<file path="src/vtc_pkg.sv">
// types and constants of the ventilation trend controller
// depends on: nothing
`default_nettype none

package vtc_pkg;

  localparam int unsigned LEVEL_W  = 16;
  localparam int unsigned MARGIN_W = 10;
  localparam int unsigned CNT_W    = 8;
  localparam int unsigned CNT_DEPTH = 1 << CNT_W;
  localparam int unsigned PULSE_W  = 2;
  localparam int unsigned CFG_DATA_W = 16;
  localparam int unsigned CFG_IDX_W  = 2;

  // register indexes
  localparam logic [CFG_IDX_W-1:0] REG_HIGH_LIMIT   = 2'd0;
  localparam logic [CFG_IDX_W-1:0] REG_LOW_LIMIT    = 2'd1;
  localparam logic [CFG_IDX_W-1:0] REG_TREND_MARGIN = 2'd2;

  // register reset values
  localparam logic [LEVEL_W-1:0]  HIGH_LIMIT_RST   = 16'd800;
  localparam logic [LEVEL_W-1:0]  LOW_LIMIT_RST    = 16'd650;
  localparam logic [MARGIN_W-1:0] TREND_MARGIN_RST = 10'd10;

  typedef enum logic [1:0] {
    MODE_SETTLING = 2'd0,
    MODE_NORMAL   = 2'd1,
    MODE_HIGH     = 2'd2
  } mode_e;

  typedef struct packed {
    logic [LEVEL_W-1:0]  high_limit;
    logic [LEVEL_W-1:0]  low_limit;
    logic [MARGIN_W-1:0] trend_margin;
  } cfg_t;

  typedef struct packed {
    mode_e              mode;
    logic [LEVEL_W-1:0] reference;
    logic [CNT_W-1:0]   counter;
  } state_t;

endpackage

`default_nettype wire

</file>
<file path="src/vtc_cfg.sv">
// configuration registers: high limit, low limit, trend margin
// depends on: vtc_pkg
`default_nettype none

module vtc_cfg (
  input  logic                              clk_i,
  input  logic                              rst_ni,
  input  logic                              cfg_we_i,
  input  logic [vtc_pkg::CFG_IDX_W-1:0]     cfg_idx_i,
  input  logic [vtc_pkg::CFG_DATA_W-1:0]    cfg_data_i,
  output vtc_pkg::cfg_t                     cfg_o
);
  import vtc_pkg::*;

  cfg_t cfg_q;

  always_ff @(posedge clk_i or negedge rst_ni) begin
    if (!rst_ni) begin
      cfg_q.high_limit   <= HIGH_LIMIT_RST;
      cfg_q.low_limit    <= LOW_LIMIT_RST;
      cfg_q.trend_margin <= TREND_MARGIN_RST;
    end else if (cfg_we_i) begin
      // writes past the last register are dropped
      unique case (cfg_idx_i)
        REG_HIGH_LIMIT:   cfg_q.high_limit   <= cfg_data_i;
        REG_LOW_LIMIT:    cfg_q.low_limit    <= cfg_data_i;
        REG_TREND_MARGIN: cfg_q.trend_margin <= cfg_data_i[MARGIN_W-1:0];
        default: ;
      endcase
    end
  end

  assign cfg_o = cfg_q;

endmodule

`default_nettype wire

</file>
<file path="src/vtc_step.sv">
// next-state logic for one reading: mode, reference, counter and pulse count
// depends on: vtc_pkg
`default_nettype none

module vtc_step #(
  parameter int unsigned SETTLE_PERIOD = 50,
  parameter int unsigned TREND_PERIOD  = 100
) (
  input  vtc_pkg::state_t                 state_i,
  input  vtc_pkg::cfg_t                   cfg_i,
  input  logic [vtc_pkg::LEVEL_W-1:0]     level_i,
  output vtc_pkg::state_t                 state_o,
  output logic [vtc_pkg::PULSE_W-1:0]     pulses_o
);
  import vtc_pkg::*;

  // constant hit tables over all counter values
  logic [CNT_DEPTH-1:0] settle_hit_mask;
  logic [CNT_DEPTH-1:0] trend_hit_mask;

  for (genvar i = 0; i < CNT_DEPTH; i++) begin : g_mask
    assign settle_hit_mask[i] = ((i % SETTLE_PERIOD) == (SETTLE_PERIOD - 1));
    assign trend_hit_mask[i]  = ((i % TREND_PERIOD) == (TREND_PERIOD - 1));
  end

  logic [CNT_W-1:0]         cnt_inc;
  logic                     settle_hit;
  logic                     trend_hit;
  logic signed [LEVEL_W+1:0] slack;   // reference + margin - level
  logic                     above_high;
  logic                     below_low;

  assign cnt_inc    = state_i.counter + 1'b1;
  assign settle_hit = settle_hit_mask[cnt_inc];
  assign trend_hit  = trend_hit_mask[cnt_inc];
  assign slack      = $signed({2'b00, state_i.reference})
                    + $signed({{(LEVEL_W + 2 - MARGIN_W){1'b0}}, cfg_i.trend_margin})
                    - $signed({2'b00, level_i});
  assign above_high = (level_i > cfg_i.high_limit);
  assign below_low  = (level_i < cfg_i.low_limit);

  always_comb begin
    state_o         = state_i;
    state_o.counter = cnt_inc;
    pulses_o        = '0;
    unique case (state_i.mode)
      MODE_SETTLING: begin
        if (settle_hit) begin
          state_o.counter   = '0;
          state_o.reference = level_i;
          if (above_high) begin
            pulses_o     = 2'd1;
            state_o.mode = MODE_HIGH;
          end else begin
            state_o.mode = MODE_NORMAL;
          end
        end
      end
      MODE_NORMAL: begin
        // level stayed below reference plus margin over the period
        if (trend_hit && (slack > 0)) begin
          pulses_o          = pulses_o + 1'b1;
          state_o.reference = level_i;
          state_o.counter   = '0;
        end
        if (above_high) begin
          pulses_o          = pulses_o + 1'b1;
          state_o.reference = level_i;
          state_o.mode      = MODE_HIGH;
        end
      end
      MODE_HIGH: begin
        // level rose past the margin over the period
        if (trend_hit && (slack < 0)) begin
          pulses_o          = pulses_o + 1'b1;
          state_o.reference = level_i;
          state_o.counter   = '0;
        end
        if (below_low) begin
          pulses_o          = pulses_o + 1'b1;
          state_o.reference = cfg_i.low_limit;
          state_o.mode      = MODE_NORMAL;
        end
      end
      default: ;
    endcase
  end

endmodule

`default_nettype wire

</file>
<file path="src/ventilation_trend_controller.sv">
// top level of the ventilation trend controller: input register, state, result register
// depends on: vtc_pkg, vtc_cfg, vtc_step
//
//  channel | direction | handshake                | payload
//  --------+-----------+--------------------------+----------------------------------------
//  in      | to block  | in_valid_i / in_stall_o  | co2_level_i
//  out     | from block| out_valid_o / out_stall_i| pulse_count_o, mode_now_o, reference_now_o
//  cfg     | to block  | cfg_we_i                 | cfg_idx_i, cfg_data_i
//
// one word per cycle unless out stalls; an accepted word waits in the input register
// mode, reference and counter update in the cycle a word moves to the result register
// a stall on out holds the result and, once the input register is full, stalls in
// reset clears mode, reference, counter and loads the register defaults
`default_nettype none

module ventilation_trend_controller #(
  parameter int unsigned SETTLE_PERIOD = 50,
  parameter int unsigned TREND_PERIOD  = 100
) (
  input  logic                             clk_i,
  input  logic                             rst_ni,
  input  logic                             in_valid_i,
  output logic                             in_stall_o,
  input  logic [vtc_pkg::LEVEL_W-1:0]      co2_level_i,
  output logic                             out_valid_o,
  input  logic                             out_stall_i,
  output logic [vtc_pkg::PULSE_W-1:0]      pulse_count_o,
  output logic [1:0]                       mode_now_o,
  output logic [vtc_pkg::LEVEL_W-1:0]      reference_now_o,
  input  logic                             cfg_we_i,
  input  logic [vtc_pkg::CFG_IDX_W-1:0]    cfg_idx_i,
  input  logic [vtc_pkg::CFG_DATA_W-1:0]   cfg_data_i
);
  import vtc_pkg::*;

  cfg_t cfg;

  logic               in_valid_q;
  logic [LEVEL_W-1:0] in_level_q;
  logic               in_accept;
  logic               advance;

  state_t             state_q;
  state_t             state_d;
  logic [PULSE_W-1:0] pulses_d;

  logic               out_valid_q;
  logic [PULSE_W-1:0] pulse_count_q;
  logic [1:0]         mode_now_q;
  logic [LEVEL_W-1:0] reference_now_q;

  vtc_cfg u_cfg (
    .clk_i      (clk_i),
    .rst_ni     (rst_ni),
    .cfg_we_i   (cfg_we_i),
    .cfg_idx_i  (cfg_idx_i),
    .cfg_data_i (cfg_data_i),
    .cfg_o      (cfg)
  );

  vtc_step #(
    .SETTLE_PERIOD (SETTLE_PERIOD),
    .TREND_PERIOD  (TREND_PERIOD)
  ) u_step (
    .state_i  (state_q),
    .cfg_i    (cfg),
    .level_i  (in_level_q),
    .state_o  (state_d),
    .pulses_o (pulses_d)
  );

  // word moves on when the result register is empty or being taken
  assign advance    = in_valid_q && (!out_valid_q || !out_stall_i);
  assign in_stall_o = in_valid_q && !advance;
  assign in_accept  = in_valid_i && !in_stall_o;

  always_ff @(posedge clk_i or negedge rst_ni) begin
    if (!rst_ni) begin
      in_valid_q  <= 1'b0;
      out_valid_q <= 1'b0;
      state_q     <= '{mode: MODE_SETTLING, reference: '0, counter: '0};
    end else begin
      if (in_accept) begin
        in_valid_q <= 1'b1;
      end else if (advance) begin
        in_valid_q <= 1'b0;
      end
      if (advance) begin
        out_valid_q <= 1'b1;
        state_q     <= state_d;
      end else if (!out_stall_i) begin
        out_valid_q <= 1'b0;
      end
    end
  end

  always_ff @(posedge clk_i) begin
    if (in_accept) begin
      in_level_q <= co2_level_i;
    end
    if (advance) begin
      pulse_count_q   <= pulses_d;
      mode_now_q      <= state_d.mode;
      reference_now_q <= state_d.reference;
    end
  end

  assign out_valid_o     = out_valid_q;
  assign pulse_count_o   = pulse_count_q;
  assign mode_now_o      = mode_now_q;
  assign reference_now_o = reference_now_q;

endmodule

`default_nettype wire

</file>
<file path="config.mk">
export PLATFORM = sky130hd
export DESIGN_NAME = ventilation_trend_controller
export DESIGN_NICKNAME = d
export VERILOG_FILES = /design/src/vtc_pkg.sv /design/src/vtc_cfg.sv /design/src/vtc_step.sv /design/src/ventilation_trend_controller.sv
export SDC_FILE = /design/constraint.sdc
export NUM_CORES = 1
export LEC_CHECK = 0
export BUFFER_PORTS_ARGS = -buffer_cell sky130_fd_sc_hd__buf_2
export CORE_MARGIN = 4
export CORE_UTILIZATION = 35
export CTS_CLUSTER_DIAMETER = 50
export DETAILED_ROUTE_END_ITERATION = 10
export PLACE_DENSITY = 0.5
export SETUP_SLACK_MARGIN = 0.15
export SLEW_MARGIN = 0
export SYNTH_ARGS = -nofsm -noshare
export SYNTH_HDL_FRONTEND = slang
export SYNTH_SLANG_ARGS = --single-unit
export TNS_END_PERCENT = 1
</file>
<file path="constraint.sdc">
create_clock -name clk_i -period 5.8 [get_ports clk_i]
set_input_delay 0.58 -clock clk_i [delete_from_list [all_inputs] [get_ports clk_i]]
set_output_delay 0.58 -clock clk_i [all_outputs]
set_load 0.05 [all_outputs]
</file>
-- Word-level counts from Yosys, hierarchy flattened
Memory sizes are Yosys's and may differ from the RTL's.
Index checks and enable logic that the tools add are counted.
- register bits after elaboration: 106
- memory bits (read-only): 512
- input bits: 39
- output and inout bits: 22
- logic and storage cells: 67
- memories kept: 2
- $add $sub $neg: 5
- $lt $le $gt $ge: 5
- equality and inequality tests: 5
- multiplexer cells: 22
- reductions and logical operators: 16
- memories (memory ; words ; width ; read ports ; clocked after memory_dff ; write ports ; line ; RTL):
    (name not given) ; 256 ; 1 ; 1 ; 0 ; 0 ; vtc_step.sv:34 ; assign settle_hit = settle_hit_mask[cnt_inc];
    (name not given) ; 256 ; 1 ; 1 ; 0 ; 0 ; vtc_step.sv:35 ; assign trend_hit = trend_hit_mask[cnt_inc];
- operators with widths (cell ; count):
    26-bit case mux with 3 select lines ; 1
    24-bit 2-to-1 mux ; 2
    18-bit 2-to-1 mux ; 2
    26-bit 2-to-1 mux ; 1
    18-bit by 1-bit greater-than comparator with 1-bit output, second input constant ; 1
    18-bit by 1-bit < comparator with 1-bit output, second input constant ; 1
    17-bit by 16-bit subtractor with 18-bit output ; 1
    16-bit by 10-bit adder with 17-bit output ; 1
    16-bit greater-than comparator ; 1
    16-bit < comparator ; 1
    2-bit 2-to-1 mux ; 6
    8-bit by 9-bit < comparator with 1-bit output, second input constant ; 1
    1-bit 2-to-1 mux ; 9
    8-bit by 1-bit adder with 8-bit output, second input constant ; 1
    2-bit case mux with 3 select lines ; 1
    2-bit AND reduction ; 3
    1-bit logical AND ; 5
    2-bit by 1-bit adder with 2-bit output, second input constant ; 2
    2-bit by 1-bit == test with 1-bit output, second input constant ; 2
    2-bit == test, second input constant ; 2
    1-bit zero test ; 4
    2-bit zero test ; 2
    2-bit by 1-bit inequality test with 1-bit output, second input constant ; 1
    2-bit nonzero test ; 1
    1-bit logical OR ; 1

-- Logic depth before layout (Yosys ltp)
Gate-level depths: netlist of run 1.
- depth after elaboration: 9
- mapped depth: 18
- mapped depth without buffers: 17

-- Cells and area by module
A second synthesis of run 1 with hierarchy kept.
- cells, all modules: 712
- area total of the unflattened synthesis: 7502.2 µm²
- modules (own cells, without submodules) (module ; times used ; cells each ; area an instance (µm²) ; sequential area each (µm²)):
    vtc_step ; 1 ; 523 ; 3667.3 ; 0.0
    ventilation_trend_controller ; 1 ; 99 ; 2238.4 ; 1781.7
    vtc_cfg ; 1 ; 90 ; 1596.5 ; 1062.3

-- Least setup slack after synthesis of run 1
OpenSTA, ideal clock, no wires.
- path type: flip-flop to flip-flop
- start point: reg u_cfg.cfg_q (netlist bit u_cfg.cfg_o[1])
- end point: reg reference_now_q[1], in the netlist reference_now_o[1] (data pin)
- setup time: 0.258 ns
- arrival: 4.036 ns
- data required time: 5.542 ns
- setup slack: 1.506 ns
- stages on the path, launching flop included: 14
- buffers on the path: 1
- clock period less this slack: 4.294 ns
- cells stage by stage: dfstp_2 inv_1 fa_1 fa_1 nand2b_1 a211oi_1 nor2_1 mux2i_1 or4_4 nor4_4 a31oi_2 buf_6 or4_1 o221a_1
- RTL lines (item ; line ; RTL):
    start, declared ; vtc_cfg.sv:15 ; cfg_t cfg_q;
    end signal, assigned ; ventilation_trend_controller.sv:104 ; reference_now_q <= state_d.reference;
    end, declared ; ventilation_trend_controller.sv:50 ; logic [LEVEL_W-1:0] reference_now_q;

==> impl_results.md, run 1 <==
* Status: completed
* Crit-path max FO at 20
* Post-cts resize count at 0
* Vias in the first global route at 6235
* Post-synthesis to final-layout area growth at 10.8%
* Worst setup SP type: flop
* Mean area per synthesized cell at 9.24 um2
* Sequential fraction of the synthesis area at 0.362
* Max Clock Skew at 0.0134 ns
* Worst-path clk slew at 0.08 ns
* Non-filler cells, final at 1173
* # diodes at 0
* Clock buffer count from CTS at 9
* Grt total ovfl at 0
* Final Power at 4400 uW
* Post-synthesis mux area share at 0.0641
* Final period utilization at 0.871
* Net Sw Power at 2110 uW
* Clock root buffer: clkbuf_16
* Rows at 54
* Clock power frac at 0.145
* Routed via count at 6504
* Net count after synthesis at 960
* Critical Path Sink: reference_now_o[9]$_DFFE_PP_
* Die W at 158 um
* Pwr/cell area at 505 mW/mm2
* Initial core utilization at 0.358
* Slew headroom at 0.139
* Core footprint at 0.0220 mm2
* Critical path class: flop to flop
* Total global-route track usage at 0.186
* Worst vdd ir at 204 uV
* Post-CTS setup buffers at 0
* Final nets at 997
* Post-synthesis compound-gate area fraction at 0.209
* FMAX at 198 MHz
* Fin. Hold Viols at 0
* Cell area after synthesis at 0.00786 mm2
* Worst setup EP type: flop
* Pre-Repair DR Iteration Count at 4
* Simple-gate share of the synthesized area at 0.169
* Worst R2R End: reference_now_o[9]$_DFFE_PP_
* DRC Markers at 0
* Top cell family by delay on the critical path: simple AND/OR/NAND/NOR gates
* Initial DRC count at 424
* Worst-Skew Late Latency at 0.36 ns
* Cell-internal power at 2300 uW
* Sw frac at 0.478
* Synthesized-area fraction occupied by adder cells at 0.122
* Vias per cell at 5.54
* Register-to-Register Path Depth at 14
* Most used cells in the layout excluding fill and tap cells: 96 x inv_1, 71 x nand2_1, 61 x dfrtp_1, 59 x ha_1, 59 x buf_2
* Slowest-stage cell, CP: nor2_1
* Detail Placement HPWL at 16600 um
* Initial antenna violation count at 0
* #FFs+latches synth at 106
* Die Ht at 158 um
* CTS H-tree depth at 3
* Register-to-Register Setup Slack at 0.75 ns
* R2R Path Start: in_level_q[0]$_DFFE_PP_
* RSZ-0062 raised after global routing: no
* CP Depth at 14
* Routed WL at 22500 um
* Largest net degree at the start of global routing at 58
* Final setup viols at 0
* Setup TNS at 0 ns
* # port buffers at 60
* Fraction of layout cells with a size suffix above 1 at 0.167
* CTS tree: built
* Drt wl/cell at 19.2 um
* Largest family of logic cells by synthesized area: compound AO/OA/AOI/OAI gates
* Crit path largest cell delay at 0.64 ns
* Die Area at 0.0249 mm2
* CP cell instances: ha_1 -> inv_1 -> ha_1 -> inv_1 -> fa_1 -> nand2b_1 -> a211oi_1 -> nor2_1 -> mux2i_1 -> or4_4 -> nor4_4 -> a31oi_2 -> nor2_1 -> o221a_1
* Cts hold-fix bufs at 0
* # IOs at 61
* Tmin final at 5.05 ns
* MaxCap Viol Count at 0
* Fin. max-slew vios at 0
* Global-route wire length before repair at 36000 um
* EDFF count, synth at 36
* Slew @ Worst Pin at 1.29 ns
* Worst Path Arrival at 5.28 ns
* Gate Count Post-Synth at 851
* Reg power frac at 0.279
* Commonest non-fill, non-tap cell in the layout: inv_1
* Leakage at 0.00379 uW
* RePlAce Congestion at 0.896
* Dpl cells at 1157
* Combinational power share at 0.577
* Yosys Warn Count at 0
* Post-Synth XOR/XNOR Area at 0.00557
* Synth cell types at 78
* Post-synth ARST share at 0.660
* CP Buf/Inv Count at 2
* WP data required at 6.03 ns
* Crit. Startpoint: in_level_q[0]$_DFFE_PP_
* Clock Sinks at 106
* Post-route ant nets at 0
* HP Class: primary input to asynchronous set/reset pin
* Longest Clk Path Bufs at 2
* Synth Flop Type: dfrtp_1
[cell families after synthesis]
logic type	after synthesis
xor gates and xnor gates	5
DFF	106
buffers and inverters	138
AOI/OAI and AO/OA	230
muxes	46
and+or+nand+nor	256
adders and majority gates	70
[registers in the layout, summed over array words and instances (netlist names)]
register and cells:
state_q 26, mode_now_o 2, in_valid_q 1, out_valid_o 1
in_level_q 16, pulse_count_o 2, reference_now_o 16, u_cfg.cfg_o 42
[worst min path at each step]
stage	start	to	slack (ns)	cells past startpoint
after floorplan	rst_ni	in_valid_q$_DFFE_PN0P_	0.28	0
after global placement	rst_ni	state_q[0]$_DFFE_PN0P_	0.47	1
after detailed placement	rst_ni	state_q[7]$_DFFE_PN0P_	0.46	1
after CTS	rst_ni	state_q[12]$_DFFE_PN0P_	0.08	1
after global routing	rst_ni	state_q[0]$_DFFE_PN0P_	0.07	1
final	rst_ni	state_q[11]$_DFFE_PN0P_	0.07	1
[area by class of cell]
type | instances | area, um2
inverters | 96 | 360
repair buffers | 68 | 363
clock buffers | 10 | 239
fillers | 2176 | 13300
clock inverters | 6 | 62.6
flip-flops and latches | 106 | 2840
well taps | 280 | 350
multi-input cells | 607 | 4490
[stage by stage]
step | setup slack (ns) | hold WS, ns | utilization | area, um2
after detailed placement | 0.827 | 0.464 | 0.383 | 8410
after floorplan | 1.51 | 0.284 | - | 7860
final | 0.749 | 0.0712 | 0.397 | 8710
after global placement | 0.814 | 0.467 | 0.383 | 8410
after global routing | 0.460 | 0.0747 | 0.397 | 8710
after CTS | 0.812 | 0.0755 | 0.397 | 8710
[power groups by stage]
| stage | Clock (uW) | Combinational, uW | Sequential (uW) |
|---|---|---|---|
| global placement | 0 | 2520 | 1240 |
| CTS | 658 | 2530 | 1220 |
| global route | 690 | 2820 | 1260 |
| detailed placement | 0 | 2520 | 1240 |
| floorplan | 0 | 1790 | 1330 |
| finish | 637 | 2540 | 1230 |
[cells in the mapped netlist, types with 8 or more instances]
| cell type | count | area [um2] |
|---|---|---|
| dfrtp_1 | 61 | 1530 |
| inv_1 | 96 | 360 |
| nand4_1 | 9 | 56.3 |
| o221a_1 | 8 | 90.1 |
| fa_1 | 11 | 220 |
| o21a_1 | 10 | 75.1 |
| dfstp_2 | 9 | 236 |
| nand4b_1 | 10 | 87.6 |
| edfxtp_1 | 36 | 1080 |
| nand3_1 | 36 | 180 |
| nor3_1 | 14 | 70.1 |
| nor2_1 | 47 | 176 |
| buf_2 | 11 | 55.1 |
| nand2b_1 | 18 | 113 |
| mux2i_1 | 11 | 110 |
| clkbuf_1 | 29 | 109 |
| nand2_1 | 71 | 267 |
| ha_1 | 59 | 738 |
| mux2_2 | 35 | 394 |
| o21ai_0 | 50 | 250 |
| a21o_1 | 10 | 75.1 |
| a221oi_1 | 10 | 87.6 |
| a21oi_1 | 51 | 255 |
[per-layer routing]
metal / up-vias / GRT usage / share of wire
li1: 3186 / - / -
met1: 3144 / 0.267 / 0.48
met2: 158 / 0.296 / 0.46
met3: 16 / 0.0249 / 0.041
met4: 0 / 0.0467 / 0.013
met5: - / 0 / 0
(Power assumes the default switching activity.)
==> run 2, diff against run 1 <==
==> constraint.sdc (replaced) <==
create_clock -name clk_i -period 5.8 [get_ports clk_i]
set_input_delay 0.29 -clock clk_i [delete_from_list [all_inputs] [get_ports clk_i]]
set_output_delay 0.29 -clock clk_i [all_outputs]
set_load 0.05 [all_outputs]
==> run 2 against run 1 <==
  * Clock power is essentially flat
  * Core utilization is essentially flat
  * Routed wire length shrank 0.16%
  * Non-clock buffer count grew 1
  * Die area is the same
  * Fmax grew 0.60%
  * First-iteration DRC count grew 0.71%
  * Clock skew is essentially flat
  * Critical path depth is the same
  * Count of clock-buffer cells in the layout is the same
  * Sequential cell count is the same
  * Final area grew 0.11%
  * Largest cell class unchanged
  * Largest power group unchanged
  * Highest routed layer unchanged
==> impl_results.md, run 2 (synthesis gave the netlist of run 1 again) <==
* Status: completed
* Pre-Repair DR Iteration Count at 4
* Fin. max-slew vios at 0
* Final Power at 4400 uW
* Max reg flops at 42
* Fillers at 2173
* Setup TNS at 0 ns
* Tmin final at 5.02 ns
* Worst Path Arrival at 5.25 ns
* Crit-path max FO at 20
* Critical path class: flop to flop
* Post-synthesis to final-layout area growth at 10.9%
* Grt total ovfl at 0
* Worst-path clk slew at 0.08 ns
* Routed via count at 6514
* Vias per cell at 5.55
* Worst setup SP type: flop
* Total global-route track usage at 0.186
* Dpl cells at 1157
* Die W at 158 um
* CP Buf/Inv Count at 2
* Die Area at 0.0249 mm2
* DRC Markers at 0
* Register-to-Register Setup Slack at 0.78 ns
* Initial antenna violation count at 0
* Crit. Startpoint: in_level_q[0]$_DFFE_PP_
* Worst-Skew Late Latency at 0.36 ns
* Worst setup EP type: flop
* Slew @ Worst Pin at 1.29 ns
* Worst Hold End: in_level_q[14]$_DFFE_PP_
* Most used cells in the layout excluding fill and tap cells: 96 x inv_1, 71 x nand2_1, 61 x dfrtp_1, 59 x ha_1, 59 x buf_2
* Setup WS post-layout at 0.779 ns
* Initial core utilization at 0.358
* WP data required at 6.03 ns
* Detail Placement HPWL at 16600 um
* Fraction of layout cells with a size suffix above 1 at 0.167
* Hold path start: co2_level_i[14]
* Fin. Hold Viols at 0
* Initial DRC count at 427
* CTS H-tree depth at 3
* Pwr/cell area at 505 mW/mm2
* CTS tree: built
* RePlAce Congestion at 0.896
* R2R Path Start: in_level_q[0]$_DFFE_PP_
* Vias in the first global route at 6238
* Non-filler cells, final at 1174
* Final period utilization at 0.866
* Net Sw Power at 2100 uW
* Leakage at 0.00379 uW
* Largest net degree at the start of global routing at 58
* Worst vdd ir at 205 uV
* Commonest non-fill, non-tap cell in the layout: inv_1
* MaxCap Viol Count at 0
* # port buffers at 60
* Final nets at 998
* Rows at 54
* RSZ-0062 raised after global routing: no
* Slew headroom at 0.134
* # IOs at 61
* Dpl ws at 0.827 ns
* Sw frac at 0.478
* Final hold slack at 0.101 ns
* Combinational power share at 0.577
* Die Ht at 158 um
* Post-CTS setup buffers at 0
* Worst R2R End: reference_now_o[6]$_DFFE_PP_
* CP cell instances: ha_1 -> inv_1 -> ha_1 -> inv_1 -> fa_1 -> nand2b_1 -> a211oi_1 -> nor2_1 -> mux2i_1 -> or4_4 -> nor4_4 -> a31oi_2 -> nor2_1 -> o221a_1
* Clock power frac at 0.145
* Global-route wire length before repair at 36000 um
* Post-route ant nets at 0
* FMAX at 199 MHz
* # diodes at 0
* Reg power frac at 0.279
* Longest Clk Path Bufs at 2
* Max Clock Skew at 0.0135 ns
* Register-to-Register Path Depth at 14
* Slowest-stage cell, CP: nor2_1
* Core footprint at 0.0220 mm2
* Clock root buffer: clkbuf_16
* Final setup viols at 0
* Clock buffer count from CTS at 9
* Routed WL at 22500 um
* Crit path largest cell delay at 0.63 ns
* HP Class: primary input to flop
* Cell-internal power at 2300 uW
* Top cell family by delay on the critical path: simple AND/OR/NAND/NOR gates
* Clock Sinks at 106
* Drt wl/cell at 19.2 um
* Hold path cells at 1
run 2: cell count changes in the layout (fill, tap and decap cells not counted):
cell	previous run	this run
dlygate4sd3_1	0	1
run 2: power by group through the flow:
stage	registers, uW	clock network, uW	logic [uW]
floorplan	1330	0	1790
global placement	1240	0	2520
detailed placement	1240	0	2520
CTS	1220	658	2530
global route	1260	690	2820
finish	1230	637	2540
run 2: stage by stage:
| step | utilization | cell area (um2) |
|---|---|---|
| 3_5_place_dp | 0.383 | 8410 |
| 5_1_grt | 0.397 | 8720 |
| 3_3_place_gp | 0.383 | 8410 |
| 6_report | 0.397 | 8720 |
| 4_1_cts | 0.397 | 8720 |
| 2_1_floorplan | - | 7860 |
run 2: worst register-to-register path: stages (launching register included):
cell	delay (ns)
edfxtp_1	0.52
ha_1	0.32
inv_1	0.06
ha_1	0.20
inv_1	0.07
fa_1	0.40
nand2b_1	0.18
a211oi_1	0.42
nor2_1	0.12
mux2i_1	0.14
or4_4	0.55
nor4_4	0.51
a31oi_2	0.48
nor2_1	0.63
o221a_1	0.28
run 2: worst max-delay path by stage:
| stage | to | depth (start not counted) |
|---|---|---|
| 2_1_floorplan | reference_now_o[1]$_DFFE_PP_ | 13 |
| 3_3_place_gp | reference_now_o[9]$_DFFE_PP_ | 12 |
| 3_5_place_dp | reference_now_o[9]$_DFFE_PP_ | 14 |
| 4_1_cts | reference_now_o[9]$_DFFE_PP_ | 12 |
| 5_1_grt | reference_now_o[6]$_DFFE_PP_ | 14 |
| 6_report | reference_now_o[6]$_DFFE_PP_ | 14 |
run 2: area by class of cell:
type                            instances  area [um2]  share of cell area
Multi-Input combinational cell        607        4490               0.515
Sequential cell                       106        2840               0.326
Timing Repair Buffer                   69         373              0.0428
Inverter                               96         360              0.0413
Tap cell                              280         350              0.0402
Clock buffer                           10         239              0.0274
Clock inverter                          6        62.6             0.00718
run 2: what timing repair did:
action | CTS | global route
hold buffers | 1 | 0
endpoints found under the hold margin | 13 | 0
gates resized for setup | 0 | 0
run 2: metal layers:
layer | wire length [um] | up-vias | global-route usage
li1 | - | 3183 | -
met1 | 10800 | 3147 | 0.268
met2 | 10400 | 167 | 0.296
met3 | 1010 | 17 | 0.0249
met4 | 303 | 0 | 0.0467
met5 | 0 | - | 0
